[src/rtl/core/psb_pkg.sv]
package psb_pkg;

  localparam int unsigned WORD_W       = 32;
  localparam int unsigned HEADER_WORDS = 6;

  // record tags; quads leave the block as triangles
  localparam logic [1:0] TAG_POINT = 2'd0;
  localparam logic [1:0] TAG_LINE  = 2'd1;
  localparam logic [1:0] TAG_TRI   = 2'd2;
  localparam logic [1:0] TAG_QUAD  = 2'd3;

  typedef struct packed {
    logic [WORD_W-1:0] x;
    logic [WORD_W-1:0] y;
    logic [WORD_W-1:0] z;
  } vertex_t;

  // controller to datapath
  typedef struct packed {
    logic       rec_wr;
    logic [3:0] rec_idx;
    logic       append;
    logic [1:0] vsel;
    logic       flush_start;
    logic [1:0] flush_kind;
    logic       clear_count;
  } psb_cmd_t;

  // datapath to controller
  typedef struct packed {
    logic       count_zero;
    logic       flush_busy;
    logic [3:0] no_room;
  } psb_sts_t;

  // coordinate words in a record of the given tag
  function automatic logic [3:0] rec_words(input logic [1:0] tag);
    rec_words = 4'({2'b00, tag} + 4'd1) * 4'd3;
  endfunction

  // vertices appended to the batch for one record
  function automatic logic [2:0] rec_appends(input logic [1:0] tag);
    if (tag == TAG_QUAD) begin
      rec_appends = 3'd6;
    end else begin
      rec_appends = {1'b0, tag} + 3'd1;
    end
  endfunction

  // quad split into (0,1,2) and (0,2,3)
  function automatic logic [1:0] quad_vsel(input logic [2:0] step);
    case (step)
      3'd0:    quad_vsel = 2'd0;
      3'd1:    quad_vsel = 2'd1;
      3'd2:    quad_vsel = 2'd2;
      3'd3:    quad_vsel = 2'd0;
      3'd4:    quad_vsel = 2'd2;
      3'd5:    quad_vsel = 2'd3;
      default: quad_vsel = 2'd0;
    endcase
  endfunction

  function automatic logic [1:0] kind_of_tag(input logic [1:0] tag);
    kind_of_tag = (tag == TAG_QUAD) ? TAG_TRI : tag;
  endfunction

endpackage

[src/rtl/core/psb_ctrl.sv]
module psb_ctrl import psb_pkg::*; (
  input  logic              clk_i,
  input  logic              rst_ni,
  input  logic              in_valid_i,
  input  logic [WORD_W-1:0] in_word_i,
  input  logic              in_eos_i,
  output logic              in_ready_o,
  input  psb_sts_t          sts_i,
  output psb_cmd_t          cmd_o
);

  localparam logic [2:0] S_HEADER = 3'd0;
  localparam logic [2:0] S_TAG    = 3'd1;
  localparam logic [2:0] S_VERTS  = 3'd2;
  localparam logic [2:0] S_HALT   = 3'd3;
  localparam logic [2:0] S_APPEND = 3'd4;
  localparam logic [2:0] S_DECIDE = 3'd5;
  localparam logic [2:0] S_FLUSH  = 3'd6;

  logic [2:0] state_q, state_d;
  logic [2:0] ret_q, ret_d;
  logic [2:0] hdr_q, hdr_d;
  logic [3:0] wir_q, wir_d;
  logic [1:0] kind_q, kind_d;
  logic [1:0] tag_q, tag_d;
  logic       tag_vld_q, tag_vld_d;
  logic [2:0] step_q, step_d;

  logic       fire;
  logic       change;
  logic       bad_tag;
  logic [2:0] after_tag;

  assign in_ready_o = (state_q == S_HEADER) || (state_q == S_TAG) ||
                      (state_q == S_VERTS)  || (state_q == S_HALT);
  assign fire      = in_valid_i && in_ready_o;
  assign change    = tag_vld_q && (in_word_i != {{(WORD_W-2){1'b0}}, tag_q});
  assign bad_tag   = |in_word_i[WORD_W-1:2];
  assign after_tag = bad_tag ? S_HALT : S_VERTS;

  always_comb begin
    state_d   = state_q;
    ret_d     = ret_q;
    hdr_d     = hdr_q;
    wir_d     = wir_q;
    kind_d    = kind_q;
    tag_d     = tag_q;
    tag_vld_d = tag_vld_q;
    step_d    = step_q;
    cmd_o     = '0;

    if (fire && in_eos_i) begin
      if ((state_q == S_TAG) && tag_vld_q && !sts_i.count_zero) begin
        cmd_o.flush_start = 1'b1;
        cmd_o.flush_kind  = kind_of_tag(tag_q);
        ret_d             = S_HEADER;
        state_d           = S_FLUSH;
      end else begin
        cmd_o.clear_count = 1'b1;
        state_d           = S_HEADER;
      end
      hdr_d     = '0;
      wir_d     = '0;
      kind_d    = TAG_POINT;
      tag_d     = TAG_POINT;
      tag_vld_d = 1'b0;
    end else begin
      case (state_q)
        S_HEADER: begin
          if (fire) begin
            if (hdr_q == 3'(HEADER_WORDS - 1)) begin
              hdr_d   = '0;
              state_d = S_TAG;
            end else begin
              hdr_d = hdr_q + 3'd1;
            end
          end
        end
        S_TAG: begin
          if (fire) begin
            if (change) begin
              tag_vld_d = 1'b0;
            end
            if (!bad_tag) begin
              tag_d     = in_word_i[1:0];
              tag_vld_d = 1'b1;
              kind_d    = in_word_i[1:0];
              wir_d     = '0;
            end
            if (change && !sts_i.count_zero) begin
              cmd_o.flush_start = 1'b1;
              cmd_o.flush_kind  = kind_of_tag(tag_q);
              ret_d             = after_tag;
              state_d           = S_FLUSH;
            end else begin
              state_d = after_tag;
            end
          end
        end
        S_VERTS: begin
          if (fire) begin
            cmd_o.rec_wr  = 1'b1;
            cmd_o.rec_idx = wir_q;
            if (wir_q == rec_words(kind_q) - 4'd1) begin
              wir_d   = '0;
              step_d  = '0;
              state_d = S_APPEND;
            end else begin
              wir_d = wir_q + 4'd1;
            end
          end
        end
        S_APPEND: begin
          cmd_o.append = 1'b1;
          cmd_o.vsel   = (kind_q == TAG_QUAD) ? quad_vsel(step_q) : step_q[1:0];
          if (step_q == rec_appends(kind_q) - 3'd1) begin
            state_d = S_DECIDE;
          end else begin
            step_d = step_q + 3'd1;
          end
        end
        S_DECIDE: begin
          if (sts_i.no_room[kind_q]) begin
            cmd_o.flush_start = 1'b1;
            cmd_o.flush_kind  = kind_of_tag(tag_q);
            ret_d             = S_TAG;
            state_d           = S_FLUSH;
          end else begin
            state_d = S_TAG;
          end
        end
        S_FLUSH: begin
          if (!sts_i.flush_busy) begin
            state_d = ret_q;
          end
        end
        S_HALT: begin
          state_d = S_HALT;
        end
        default: begin
          state_d = S_HEADER;
        end
      endcase
    end
  end

  always_ff @(posedge clk_i or negedge rst_ni) begin
    if (!rst_ni) begin
      state_q   <= S_HEADER;
      ret_q     <= S_HEADER;
      hdr_q     <= '0;
      wir_q     <= '0;
      kind_q    <= TAG_POINT;
      tag_q     <= TAG_POINT;
      tag_vld_q <= 1'b0;
      step_q    <= '0;
    end else begin
      state_q   <= state_d;
      ret_q     <= ret_d;
      hdr_q     <= hdr_d;
      wir_q     <= wir_d;
      kind_q    <= kind_d;
      tag_q     <= tag_d;
      tag_vld_q <= tag_vld_d;
      step_q    <= step_d;
    end
  end

endmodule

[config.mk]
export PLATFORM = sky130hd
export DESIGN_NAME = psb_ctrl
export DESIGN_NICKNAME = d
export VERILOG_FILES = /design/src/rtl/core/psb_pkg.sv /design/src/rtl/core/psb_ctrl.sv
export SDC_FILE = /design/constraint.sdc
export NUM_CORES = 1
export LEC_CHECK = 0
export BUFFER_PORTS_ARGS = -buffer_cell sky130_fd_sc_hd__buf_2
export CAP_MARGIN = 10
export CELL_PAD_IN_SITES_DETAIL_PLACEMENT = 1
export CELL_PAD_IN_SITES_GLOBAL_PLACEMENT = 1
export CORE_MARGIN = 2
export CORE_UTILIZATION = 40
export CTS_CLUSTER_SIZE = 10
export DETAILED_ROUTE_END_ITERATION = 10
export MAX_ROUTING_LAYER = met4
export PLACE_DENSITY_LB_ADDON = 0.1
export RECOVER_POWER = 25
export SYNTH_ARGS = -nofsm -noshare
export SYNTH_HDL_FRONTEND = slang
export SYNTH_SLANG_ARGS = --single-unit
[constraint.sdc]
create_clock -name clk_i -period 3.95 [get_ports clk_i]
set_input_delay 0.395 -clock clk_i [delete_from_list [all_inputs] [get_ports clk_i]]
set_output_delay 0.395 -clock clk_i [all_outputs]
set_load 0.02 [all_outputs]
Yosys cells after proc, flatten, opt, wreduce, memory -nomap -nowiden
Cells that the tools add are included.
{"block": "word_totals", "reg_bits": 19, "latch_bits": 0, "ram_bits": 0, "romBits": 0, "out_inout_bits": 13, "word_cells": 136, "mem_count": 0}
{"block": "classes", "add_sub_neg": 7, "n_mul": 1, "n_div": 0, "magnitude_cmp": 1, "eq_ne": 31, "n_shift": 0, "mux": 62, "n_bitwise": 1, "n_reduce_logical": 26}
{"operator": "$mux 3", "count": 32}
{"operator": "$ne 32x2->1", "count": 1}
{"operator": "$reduce_or 30->1", "count": 1}
{"operator": "$pmux 3 s7", "count": 1}
{"operator": "$mux 4", "count": 5}
{"operator": "$eq 3x3->1 const B", "count": 6}
{"operator": "$pmux 3 s2", "count": 3}
{"operator": "$ne 3x3->1 const B", "count": 5}
{"operator": "$mux 2", "count": 6}
{"operator": "$ne 3x2->1 const B", "count": 4}
{"operator": "$mux 5", "count": 2}
{"operator": "$reduce_and 5->1", "count": 2}
{"operator": "$eq 3x2->1 const B", "count": 3}
{"operator": "$mux 1", "count": 9}
{"operator": "$mux 8", "count": 1}
{"operator": "$pmux 4 s2", "count": 1}
{"operator": "$reduce_bool 2->1", "count": 4}
{"operator": "$reduce_and 7->1", "count": 1}
{"operator": "$add 2x1->3 const B", "count": 2}
{"operator": "$add 3x1->3 const B", "count": 2}
{"operator": "$eq 3x1->1 const B", "count": 2}
{"operator": "$logic_and 1x1->1", "count": 6}
{"operator": "$ne 2x1->1 const B", "count": 3}
{"operator": "$ne 3x1->1 const B", "count": 2}
{"operator": "other kinds (20)", "count": 25}

Depth between registers and ports, before layout
Gate-level depths: netlist of run 1.
{"block": "depth", "word_depth": 12, "depth_mapped": 8}

Least setup slack after synthesis of run 1
Ideal clock, no wire load.
{"block": "synth_timing", "path_kind": "input -> output", "startpoint": "input in_word_i[26]", "endpoint": "output cmd_o[1] (netlist name)", "arrival_ns": 1.864, "slack_ns": 1.691, "path_stages": 5, "n_path_buf": 0, "path_cell_list": "nor4_2 > nand4_4 > o311ai_4 > nand3_1 > and2_1"}
{"item": "from (decl)", "line": "psb_ctrl.sv:5", "rtl": "input logic [WORD_W-1:0] in_word_i,"}
{"item": "to (decl)", "line": "psb_ctrl.sv:9", "rtl": "output psb_cmd_t cmd_o"}

==> results.md, run 1 <==
- The remaining antenna violation count is 0.
- The count of final max-slew check failures came to 0.
- The first-pass GRT wire length is between 7000 and 8000 µm.
- After legalization and detailed placement, the total HPWL measured 3890 µm.
- CTS built an H-tree with a depth of 1.
- The register bit count reported by yosys is 18.
- The sequential share of power is 31.8%.
- The number of flops mapped to enable cells by yosys is 0.
- The internal reg-to-reg setup slack is 1.53 ns.
- The net count after synthesis is 238.
- The length of routed met2 wiring is between 2000 and 2500 µm.
- The run finished with clean final reports.
- Of all nets on the critical path, the largest fanout is 14.
- The hold slack is about 0.32 ns.
- The most frequent standard cell in the layout excluding fill and tap cells is buf_2.
- The total of cells resized after clock tree synthesis is 0.
- The antenna diode instance count is 0.
- The tool flagged a number of max-cap violations equal to 0.
- The synthesized netlist occupies a cell area of between 0.0015 and 0.002 mm².
- For this run, asynchronously set or reset flops after synthesis account for 100%.
- The combined global-route utilization of all metal layers is 22.8%.
- In this run the top signal layer used is met4.
- The worst setup path is captured at an output port.
- The first detailed-routing pass took 4 iterations.
- The post-detailed-placement cell area is between 0.0015 and 0.002 mm².
- The simple-gate portion of the synthesized area is 27.7%.
- The worst-margin pin slew is 1.11 ns.
- The class of the tightest hold or removal check is in2async.
- The clock input transition at the sequential cells of the worst setup and hold paths is 0.08 ns.
- VDD sags by at most 0.277 mV.
- The clock passes through at most 2 buffers.
- Of the total power, combinational logic draws 54.7%.
- The area added between synthesis and finish is 19.0%.
- Pin placement for this block handled 55 I/O pins.
- The quantity of hold-fixing buffers added after cts is 0.
- The fraction of synthesized cell area in xor and xnor cells is 4.68%.
- After synthesis, the largest family of logic cells by area is simple AND/OR/NAND/NOR gates.
- Entering global routing, the biggest net connects 19 pins.
- Derived from the worst setup path, the maximum achievable clock frequency is 380 MHz.
- Between clock sinks in the finished design, the worst skew comes to 0.00512 ns.
- The total non-filler cell area in the finished layout is 0.00200 mm².
- The initial utilization of the core area, before any placement, comes to 41.8%.
- The total wire length after detailed routing is 4830 µm.
- The detailed-route via count is 1635.
- The number of cells on the worst reg-to-reg path is 7.
- After detailed routing, the number of vias per cell comes to 5.76.
- The met3 layer wire length in the routed design is 195 µm.
- After Yosys synthesis, full adders, half adders and majority gates account for 8.18% of the synthesized area.
- The initial antenna violation count is 0.
- The core region is a little over 0.004 mm².
- The yosys synthesis warning count is 0.
- The DRC violations left is 0.
- The gate count of the mapped netlist is between 150 and 200.
- The TritonCTS clock tree is done.
- Setup violations remaining at the end of the flow were counted as 0.
- Measured against its own limit, the worst slew margin works out to 26.3%.
- For this block, wires on met1 add up to 2170 µm.
- The number of setup buffers added after CTS is 0.
- The critical path is of the reg2out type.
- Among all flip-flop cells after synthesis, the most frequent one is dfrtp_1.
- The compound-cell area share of the yosys netlist is 20.9%.
- The die covers 0.00474 mm².
- The via count of the first global-routing pass came to around 1.7k.
- In this run, CTS created clock tree buffers numbering 3.
- The synthesized area per cell is 9.10 µm².
- The terminus of the critical flop-to-flop path is state_q[1]$_DFFE_PN0P_.
- The chip height is 68.9 µm.
- In the synthesized netlist, mux cells make up 5.65% of the area.
- The clock latency of the later-clocked register in the worst-skew pair is about 0.26 ns.
- The number of nets in the layout is roughly 290.
- The hold violation total from the final report is 0.
- The internal power of the cells totals 0.000626 W.
- The worst path in the final design needs a cycle of between 2 and 3 ns, including I/O delays and setup.
- Net switching is 46.7% of the power.
- The final routed wire length divided by cell count is ~17 µm.
- The final RePlAce weighted congestion is 0.839.
- The switching power of the nets is 0.000549 W.
- Leaving out fill and tap cells, the most frequent cells in the layout are buf_2, dfrtp_1, nand2_1.
- For this run, the register share of the synthesized area comes to 26.8%.
- The worst register-to-register path begins at tag_q[0]$_DFFE_PN0P_.
- The startpoint class of the critical path is a flop.
- The analysis attributes to cell leakage a power of roughly 0.95 nW.
- The die is 68.9 µm wide.
- The standard-cell row count is 23.
- Setup repair after global routing left no endpoint under its margin.
- Data on the critical path arrives at its endpoint at approximately 2.2 ns.
- In this run, the number of DRC markers left after iteration 0 of detailed routing was 44.
- The critical path startpoint is state_q[1]$_DFFE_PN0P_.
- CTS saw 18 sinks.
- In this run the clock root is driven by a clkbuf_8.
- Per report_power, the clock group accounts for a little over an eighth of the total.
- The worst path required time is 3.56 ns.
- The fraction of layout cells with a size suffix above 1 is 31.6%.
- The netlist uses 55 different library cells.
- Summed over all failing endpoints, the final setup total negative slack is 0 ns.
- The final period utilization is between 60% and 70%.
- The number of buffer cells added on primary ports is between 50 and 60.
- Summed over all layers, the global routing overflow is 0.
- The total power divided by cell area is 587 mW/mm².
[critical path, cell delays in order (launching register included)]
cell	delay (ns)
dfrtp_1	0.53
or3b_1	0.62
nor2_8	0.20
o311ai_4	0.13
nand3_1	0.18
and2_1	0.15
buf_2	0.16
[power by group through the flow]
stage	clock network, W	registers, W	logic (W)
finish	0.000158	0.000374	0.000643
global route	0.000167	0.000393	0.000713
CTS	0.000161	0.000372	0.000648
detailed placement	0	0.000375	0.000643
global placement	0	0.000368	0.000613
floorplan	0	0.000318	0.000560
[worst max-delay path by stage]
stage               cells after the start        to  slack, ns
floorplan                               5  cmd_o[1]       1.69
global placement                        7  cmd_o[1]       1.55
detailed placement                      7  cmd_o[1]       1.49
CTS                                     6  cmd_o[1]       1.31
global route                            6  cmd_o[1]       1.19
finish                                  6  cmd_o[1]       1.32
[final cells by class]
type,instances,area [µm²]
Sequential cell,18,450
Tap cell,50,62.6
Inverter,10,37.5
Timing Repair Buffer,54,269
Multi-Input combinational cell,148,1130
Fill cell,511,2030
Clock buffer,4,55.1
[cells in the mapped netlist (2+ instances only)]
cell type,number,share of area [%]
nor2_1,16,3.6
o2bb2ai_1,3,1.6
buf_6,4,2.7
inv_1,10,2.2
a2bb2oi_1,2,1.0
a22oi_1,2,0.89
clkbuf_1,3,0.67
nand2b_1,3,1.1
o21ai_0,5,1.5
nand2_1,17,3.8
and3_1,5,1.9
xnor2_1,8,4.2
buf_2,2,0.59
nor3_1,7,2.1
and2_1,2,0.74
mux2_1,2,1.3
o22ai_1,2,0.74
o221ai_1,2,1.0
nor4_1,5,1.9
a21oi_1,6,1.8
ha_1,11,8.2
dfrtp_1,18,27
o21a_1,3,1.3
nand3_1,4,1.2
mux2i_1,5,3.0
o21ai_1,6,1.8
nor4_2,4,3.0
[cells by family (layout without fill, tap and decap cells)]
| group | count (synthesis) | count (layout) |
|---|---|---|
| fa+ha+maj | 11 | 11 |
| xor+xnor | 9 | 9 |
| compound gates | 45 | 45 |
| mux | 8 | 8 |
| simple gates | 75 | 75 |
| buf+inv | 19 | 68 |
| flops | 18 | 18 |
[through the flow]
| stage | utilization [%] | total power [W] | std cells | worst slack (ns) |
|---|---|---|---|---|
| after floorplan | - | 0.000878 | 185 | 1.69 |
| after global placement | 48.4 | 0.000982 | 280 | 1.55 |
| after detailed placement | 48.4 | 0.00102 | 280 | 1.49 |
| after CTS | 49.8 | 0.00118 | 284 | 1.31 |
| after global routing | 49.7 | 0.00127 | 284 | 1.19 |
| final | 49.7 | 0.00117 | 284 | 1.32 |
[registers in the layout (all words and copies together), names as in the netlist]
signal / count
hdr_q: 3
wir_q: 4
step_q: 3
tag_vld_q: 1
tag_q: 2
ret_q: 2
state_q: 3
[layer usage]
layer | up-vias | GRT usage (%)
met4 | 0 | 6.86
li1 | 776 | -
met2 | 48 | 41.0
met1 | 805 | 26.6
met3 | 6 | 2.60
met5 | - | -
No activity file was read; power rests on OpenSTA's default activity.
==> inputs of run 2 (changes only) <==
--- a/config.mk
+++ b/config.mk
@@ -5,12 +5,13 @@
 export SDC_FILE = /design/constraint.sdc
 export NUM_CORES = 1
 export LEC_CHECK = 0
+export ABC_AREA = 1
 export BUFFER_PORTS_ARGS = -buffer_cell sky130_fd_sc_hd__buf_2
 export CAP_MARGIN = 10
 export CELL_PAD_IN_SITES_DETAIL_PLACEMENT = 1
 export CELL_PAD_IN_SITES_GLOBAL_PLACEMENT = 1
 export CORE_MARGIN = 2
-export CORE_UTILIZATION = 40
+export CORE_UTILIZATION = 35
 export CTS_CLUSTER_SIZE = 10
 export DETAILED_ROUTE_END_ITERATION = 10
 export MAX_ROUTING_LAYER = met4
==> constraint.sdc (replaced) <==
create_clock -name clk_i -period 2.7 [get_ports clk_i]
set_input_delay 0.27 -clock clk_i [delete_from_list [all_inputs] [get_ports clk_i]]
set_output_delay 0.27 -clock clk_i [all_outputs]
set_load 0.02 [all_outputs]
==> run 2 against run 1 <==
Compared with the run above:
- worst setup slack lost 0.79 ns
- final cell count is 41% higher
- hold slack lost 0.055 ns
- synthesized area grew 3.6%
- via count increased by 15%
- critical path type unchanged
- non-clock buffer count rose by 1
- largest cell class unchanged
- highest routed layer unchanged
- clock skew shrank 0.0044 ns
- largest power group unchanged
==> results.md, run 2 <==
- The maximum clock skew at final layout is between 0.0007 and 0.0008 ns.
- The combinational power share is 50.2%.
- The most frequent cell after synthesis is nand2_1.
- The average instance in the mapped netlist occupies 6.32 µm².
- The number of gates resized after CTS was 0.
- Ranked by flip-flop count, first place goes to wir_q.
- The dominant synthesized flop cell is dfrtp_1.
- The yosys synthesis warning count is 0.
- The number of nets in the layout is a little under 400.
- For the pin with the worst max-slew slack, the measured transition is 1.12 ns.
- Summed over all failing endpoints, the final setup total negative slack is 0 ns.
- The effective utilization at floorplan is 36.7%.
- Synthesis inferred 18 register bits.
- The total power is 0.00134 W.
- The final RePlAce weighted congestion is between 0.7 and 0.8.
- The worst path required time is 2.43 ns.
- When the netlist entered floorplanning its net count stood at 329.
- The standard-cell row count is 25.
- The tightest min-delay check is of the in2reg type.
- The first routing iteration left 63 violations.
- The maximum VDD drop is 0.326 mV.
- In this run, the clock network consumes 17.5% of the power.
- The clock buffer count from CTS is 3.
- The cell type with the highest occurrence count on the critical path is nor2_1.
- In this run the power spent charging and discharging nets is 0.000630 W.
- The area added between synthesis and finish is 23.4%.
- The worst path setup slack after routing is 0.532 ns.
- The die width is 74.6 µm.
- The normalized max-slew margin is 25.6%.
- CTS built an H-tree with a depth of 1.
- The deepest clock path buffer count is 2.
- The critical path class is reg2out.
- The buffers plus inverters on the worst setup path is 2.
- After synthesis, flip-flops and latches occupy 25.8% of the total area.
- The count of final max-slew check failures is 0.
- The synthesized design contains 0 enable-type register cells.
- The final period utilization is 80.3%.
- The core outline area is 0.00475 mm².
- The pin count of the biggest net entering global routing is 19.
- The largest fanout on the critical path is 11.
- The via count of the first global-routing pass was about 1.9k.
- The gate family responsible for the most delay along the worst path is simple AND/OR/NAND/NOR gates.
- Of all flip-flops after synthesis, the portion carrying an async set or reset was 100%.
- The die area is 0.00556 mm².
- The final routed wire length divided by cell count is 12.4 µm.
- Setup violations remaining at the end of the flow were counted as 0.
- The flip-flop count of the largest register, all copies and words added is 4.
- The worst setup path is captured at an output port.
- On the worst path, the slowest cell contributes a delay of 0.51 ns.
- The hold violation total from the final report is 0.
- Across all hold checks on the routed design, the worst slack comes to 0.268 ns.
- The top cell type by area accounts for 25.8% of the synthesized area.
- The max-cap check violation count is 0.
- The cell total after placement is roughly 400.
- The first-pass GRT wire length is roughly 8600 µm.
- The flow ran to the end, and the final reports show no timing, DRC or antenna violations.
- The buffer type at the clock tree root is clkbuf_8.
- The total power divided by cell area is 621 mW/mm².
- The worst setup path is launched from a flop.
- The number of clock sinks is 18.
- Once detail routing completed, the nets flagged for antenna violations numbered 0.
- In this run the tool buffered the top-level ports with 54 buffer cells.
- The worst path needs ~2.2 ns of the cycle, external delays included.
- For the worst setup path, the data arrival time is 1.90 ns.
- The total wire length after detailed routing is between 4000 and 5000 µm.
- OpenSTA, run right after detailed placement, puts the worst setup slack at approximately 0.70 ns.
- The fraction of layout cells with a size suffix above 1 is roughly a quarter.
- In this run, distinct cell masters in the synthesized netlist total 29.
- The internal portion of the total power is between 0.0007 and 0.0008 W.
- Of the total power, registers draw 32.3%.
- After technology mapping, the gate count stands at between 200 and 300.
- The clock input transition at the sequential cells of the worst setup and hold paths is roughly 0.080 ns.
- Leaving out fill and tap cells, the most frequent cell in the layout is nand2_1.
- TritonCTS built the clock tree.
- The DRC violations left is 0.
- The combined global-route utilization of all metal layers is between 20% and 30%.
- The first detailed-routing pass ran for 4 iterations.
- The initial antenna violation count is 0.
- Of all cell types, the one taking the most synthesized area is dfrtp_1.
- Walking the worst path, the cells encountered are inv_1, nor2_1, o21ai_0, nand2_1, nand3_2, nand2_2, nor2_1, buf_2.
- The antenna diode instance count is 0.
- The routed layout has 1878 vias.
- The top cell types in the final layout, fill and taps aside, are nand2_1, nor2_1, buf_2.
- The switching portion of total power is between 40% and 50%.
- The final non-filler cell total is 400.
- The highest-delay cell along the critical path is dfrtp_1.
- By count the netlist is led by nand2_1, nor2_1, inv_1, dfrtp_1.
- In this run the vertical extent of the chip is 74.6 µm.
- The I/O pin count is 55.
- The aggregate global routing overflow is 0.
- Setup repair after global routing left no endpoint under its margin.
- Using the TritonRoute via totals, the vias-per-cell ratio works out to 4.70.
- The cell area that synthesis handed to floorplanning was 0.00174 mm².
- Clock latency on the worst-skew pair, taken at its later pin, is 0.26 ns.
- The analysis attributes to cell leakage a power of ~1.1 nW.
- Summed over all nets, the half-perimeter wirelength after detailed placement is 4130 µm.
- In the post-synthesis netlist, the biggest area contributors are dfrtp_1, nand2_1, nor2_1, ha_1, inv_1.
- The maximum clock frequency is 461 MHz.
[run 2: path summary, 6_finish.rpt]
path / cells past startpoint / start / slack, ns / to
setup / recovery: 8 / tag_q[0]$_DFFE_PN0P_ / 0.53 / cmd_o[1]
hold / removal: 3 / in_word_i[0] / 0.27 / tag_q[0]$_DFFE_PN0P_
setup reg to reg: 9 / tag_q[0]$_DFFE_PN0P_ / 0.69 / step_q[0]$_DFFE_PN0P_
hold reg to reg: 2 / ret_q[0]$_DFFE_PN0P_ / 0.48 / ret_q[0]$_DFFE_PN0P_
max in group asynchronous: 2 / rst_ni / 1.29 / hdr_q[0]$_DFFE_PN0P_
min in group asynchronous: 2 / rst_ni / 0.74 / step_q[2]$_DFFE_PN0P_
[run 2: cell type report]
type                            instances  area, µm²
Fill cell                             677       2600
Multi-Input combinational cell        220       1150
Sequential cell                        18        450
Timing Repair Buffer                   55        279
Inverter                               36        135
Tap cell                               67       83.8
Clock buffer                            4       55.1
[run 2: worst min-delay path, cell delays in order]
cell	delay, ns
buf_2	0.11
inv_1	0.04
o21ai_0	0.07
[run 2: layer usage]
| layer | part of all wire, % | GRT usage, % | vias to the layer above |
|---|---|---|---|
| li1 | - | - | 977 |
| met5 | 0 | - | - |
| met3 | 3.3 | 3.66 | 2 |
| met2 | 50 | 35.5 | 31 |
| met4 | 0.38 | 2.98 | 0 |
| met1 | 47 | 25.2 | 868 |
[run 2: kinds of logic (layout without fill, tap and decap cells)]
group / count (synthesis) / in the layout / share of synthesized area (%)
xor+xnor: 10 / 10 / 5.02
compound gates: 26 / 26 / 8.61
simple gates: 173 / 173 / 44.3
fa+ha+maj: 11 / 11 / 7.89
buf+inv: 38 / 95 / 8.32
flops: 18 / 18 / 25.8
[run 2: per-stage QoR]
| stage | util, % | instance area [µm²] |
|---|---|---|
| floorplan | - | 1740 |
| global placement | 43.9 | 2090 |
| detailed placement | 43.9 | 2090 |
| CTS | 45.3 | 2150 |
| global route | 45.3 | 2150 |
| finish | 45.3 | 2150 |
[run 2: what timing repair did]
action / CTS / global route
endpoints found under the hold margin: 18 / 0
hold buffers: 1 / 0
setup buffers: 0 / 0
[run 2: power by group through the flow]
stage	clock (W)	sequential (W)	combinational, W
after floorplan	0	0.000411	0.000499
after global placement	0	0.000438	0.000657
after detailed placement	0	0.000438	0.000675
after CTS	0.000240	0.000433	0.000680
after global routing	0.000253	0.000447	0.000779
final	0.000234	0.000432	0.000671
==> inputs of run 3 (changes only) <==
==> constraint.sdc (replaced) <==
create_clock -name clk_i -period 2.1 [get_ports clk_i]
set_input_delay 0.21 -clock clk_i [delete_from_list [all_inputs] [get_ports clk_i]]
set_output_delay 0.21 -clock clk_i [all_outputs]
set_load 0.02 [all_outputs]
==> run 3 against run 2 <==
Compared with the run above:
- combinational power grew 35%
- critical path depth grew 2
- die area is the same
- largest cell class unchanged
==> results.md, run 3 (synthesis gave the netlist of run 2 again) <==
- The top cell types in the final layout, fill and taps aside, are nand2_1, nor2_1, buf_2.
- The clock reaches the later pin of the worst-skew pair after between 0.2 and 0.3 ns.
- After detailed routing, the average wire length per cell comes to ~12 µm.
- Fill cells in the final layout number 673.
- Cells fill 47.6% of the core in the end.
- The number of buffer cells added on primary ports is 54.
- Static timing analysis puts the maximum clock frequency at 511 MHz.
- The count of nets left with antenna violations once routing finished came out at 0.
- The run finished with clean final reports.
- The first global-routing pass estimated ~8500 µm of wire.
- The via-per-instance ratio is around 4.7.
- The endpoint type of the worst setup path is an output port.
- At the end of the flow, the number of nets in the layout was 398.
- The class of the tightest hold or removal check is in2reg.
- The aggregate global routing overflow is 0.
- The I/O pin count is 55.
- The standard-cell row count is 25.
- The buffer type at the clock tree root is clkbuf_8.
- The final period utilization is 93.2%.
- The placed instances occupy a cell area of 0.00210 mm².
- For this run, design rule violations remaining after detail routing come to 0.
- The total wire length after detailed routing is 5100 µm.
- The area taken by flip-flops and latches is 454 µm².
- The floorplan step set the die width to around 75 µm.
- The register with the most flip-flops in the final layout is wir_q.
- The maximum clock skew at final layout is 0.00495 ns.
- The count of routing violations after the opening detailed-route iteration is 16.
- Global routing used 20.2% of the available tracks.
- After routing the design area is 0.00226 mm².
- The critical path class is reg2out.
- The largest fanout on the critical path is 7.
- Counting every sink on the clock net gives 18.
- The effective utilization at floorplan is approximately 37%.
- The data arrival time at the worst-slack endpoint is 1.75 ns.
- The final number of setup-violating endpoints is 0.
- Before antenna repair, the detailed router went through 4 iterations.
- From synthesis to final layout, the design area changed by 29.7%.
- Routability-driven placement finished with a final weighted congestion of roughly 0.84.
- The HPWL reported at the end of detailed placement is just over 4000 µm.
- Counting tap cells, the placed design contains a total of 396 instances.
- The cell leakage power is 1.21 nW.
- The max-cap check violation count is 0.
- The initial antenna violation count is 0.
- In this run the number of H-tree levels came out at 1.
- The floorplan step defined a core boundary enclosing 0.00475 mm².
- The register with the most flip-flops in the layout has 4 of them.
- The die covers 0.00556 mm².
- The startpoint class of the critical path is a flop.
- The worst path required time is 1.89 ns.
- The deepest clock path buffer count is 2.
- The clock buffer count from CTS is 3.
- For the pin with the worst max-slew slack, the measured transition is 1.05 ns.
- For this block, the via count after detailed routing is 1923.
- The most frequent standard cell in the layout excluding fill and tap cells is nand2_1.
- The chip height is 74.6 µm.
- The TritonCTS clock tree is done.
- The via count of the first global-routing pass is around 1.9k.
- Of the cells placed in the final design, the portion with a size suffix greater than 1 is between 20% and 30%.
- The count of final max-slew check failures is 0.
- After clock tree synthesis, the clock-pin slew on the worst setup and hold paths is ~0.070 ns.
- The hold violation total from the final report was 0.
- VDD sags by at most between 0.4 and 0.5 mV.
- Measured against its own limit, the worst slew margin works out to between 30% and 40%.
- The clock period could shrink to 1.96 ns.
- The setup total negative slack is 0 ns.
- For this design the ratio of total power to cell area is 774 mW/mm².
- The multi-input combinational cells in the finished layout cover a total of 0.00117 mm².
- Entering global routing, the biggest net connects 19 pins.
- The antenna diode instance count is 0.
- After the flow finishes, the layout carries non-filler instances totaling 411.
[run 3: timing repair]
item	in CTS	in global routing
hold endpoints to repair	18	0
endpoints found under the setup margin	3	4
pin swaps	0	2
setup buffers	1	9
hold buffers	1	0
gates resized for setup	3	8
[run 3: power breakdown]
part           total, W  switching (W)  internal, W
registers      0.000552       0.000111     0.000440
clock network  0.000295       0.000128     0.000167
logic          0.000904       0.000577     0.000326
[run 3: layer usage]
layer  vias up  wire [µm]  GRT usage [%]
met5         -          0              -
met4         0         27           3.37
met3         2        188           3.25
met2        36       2570           36.7
met1       892       2320           23.8
li1        993          -              -
[run 3: metrics by stage]
step | setup WS (ns) | hold slack, ns | power, W
2_1_floorplan | 0.242 | -0.0856 | 0.00117
3_3_place_gp | 0.250 | 0.177 | 0.00140
3_5_place_dp | 0.140 | 0.178 | 0.00142
4_1_cts | 0.0210 | 0.200 | 0.00175
5_1_grt | -0.0285 | 0.234 | 0.00194
6_report | 0.142 | 0.208 | 0.00175
[run 3: critical path: stages, from the launching register on]
cell	delay [ns]
dfrtp_2	0.45
buf_4	0.15
xnor2_1	0.14
nand2_1	0.07
nor2_1	0.08
nand2_1	0.09
nand2_2	0.08
nand3_2	0.10
nand2_4	0.13
nor2_1	0.05
buf_2	0.15
[run 3: final cells by class]
| type | count | area share [%] |
|---|---|---|
| well taps | 67 | 3.71 |
| multi-input cells | 220 | 51.7 |
| repair buffers | 66 | 16.1 |
| flip-flops and latches | 18 | 20.1 |
| inverters | 36 | 5.97 |
| clock buffers | 4 | 2.43 |
[run 3: final timing paths]
path / from / endpoint / slack [ns] / depth (start not counted)
worst min register to register: ret_q[0]$_DFFE_PN0P_ / ret_q[0]$_DFFE_PN0P_ / 0.48 / 2
worst min-delay path: in_word_i[0] / tag_q[0]$_DFFE_PN0P_ / 0.21 / 3
worst max-delay path: tag_q[0]$_DFFE_PN0P_ / cmd_o[2] / 0.14 / 10
worst max register to register: tag_q[0]$_DFFE_PN0P_ / step_q[2]$_DFFE_PN0P_ / 0.14 / 9
max in group asynchronous: rst_ni / state_q[0]$_DFFE_PN0P_ / 0.74 / 2
min in group asynchronous: rst_ni / step_q[2]$_DFFE_PN0P_ / 0.65 / 2
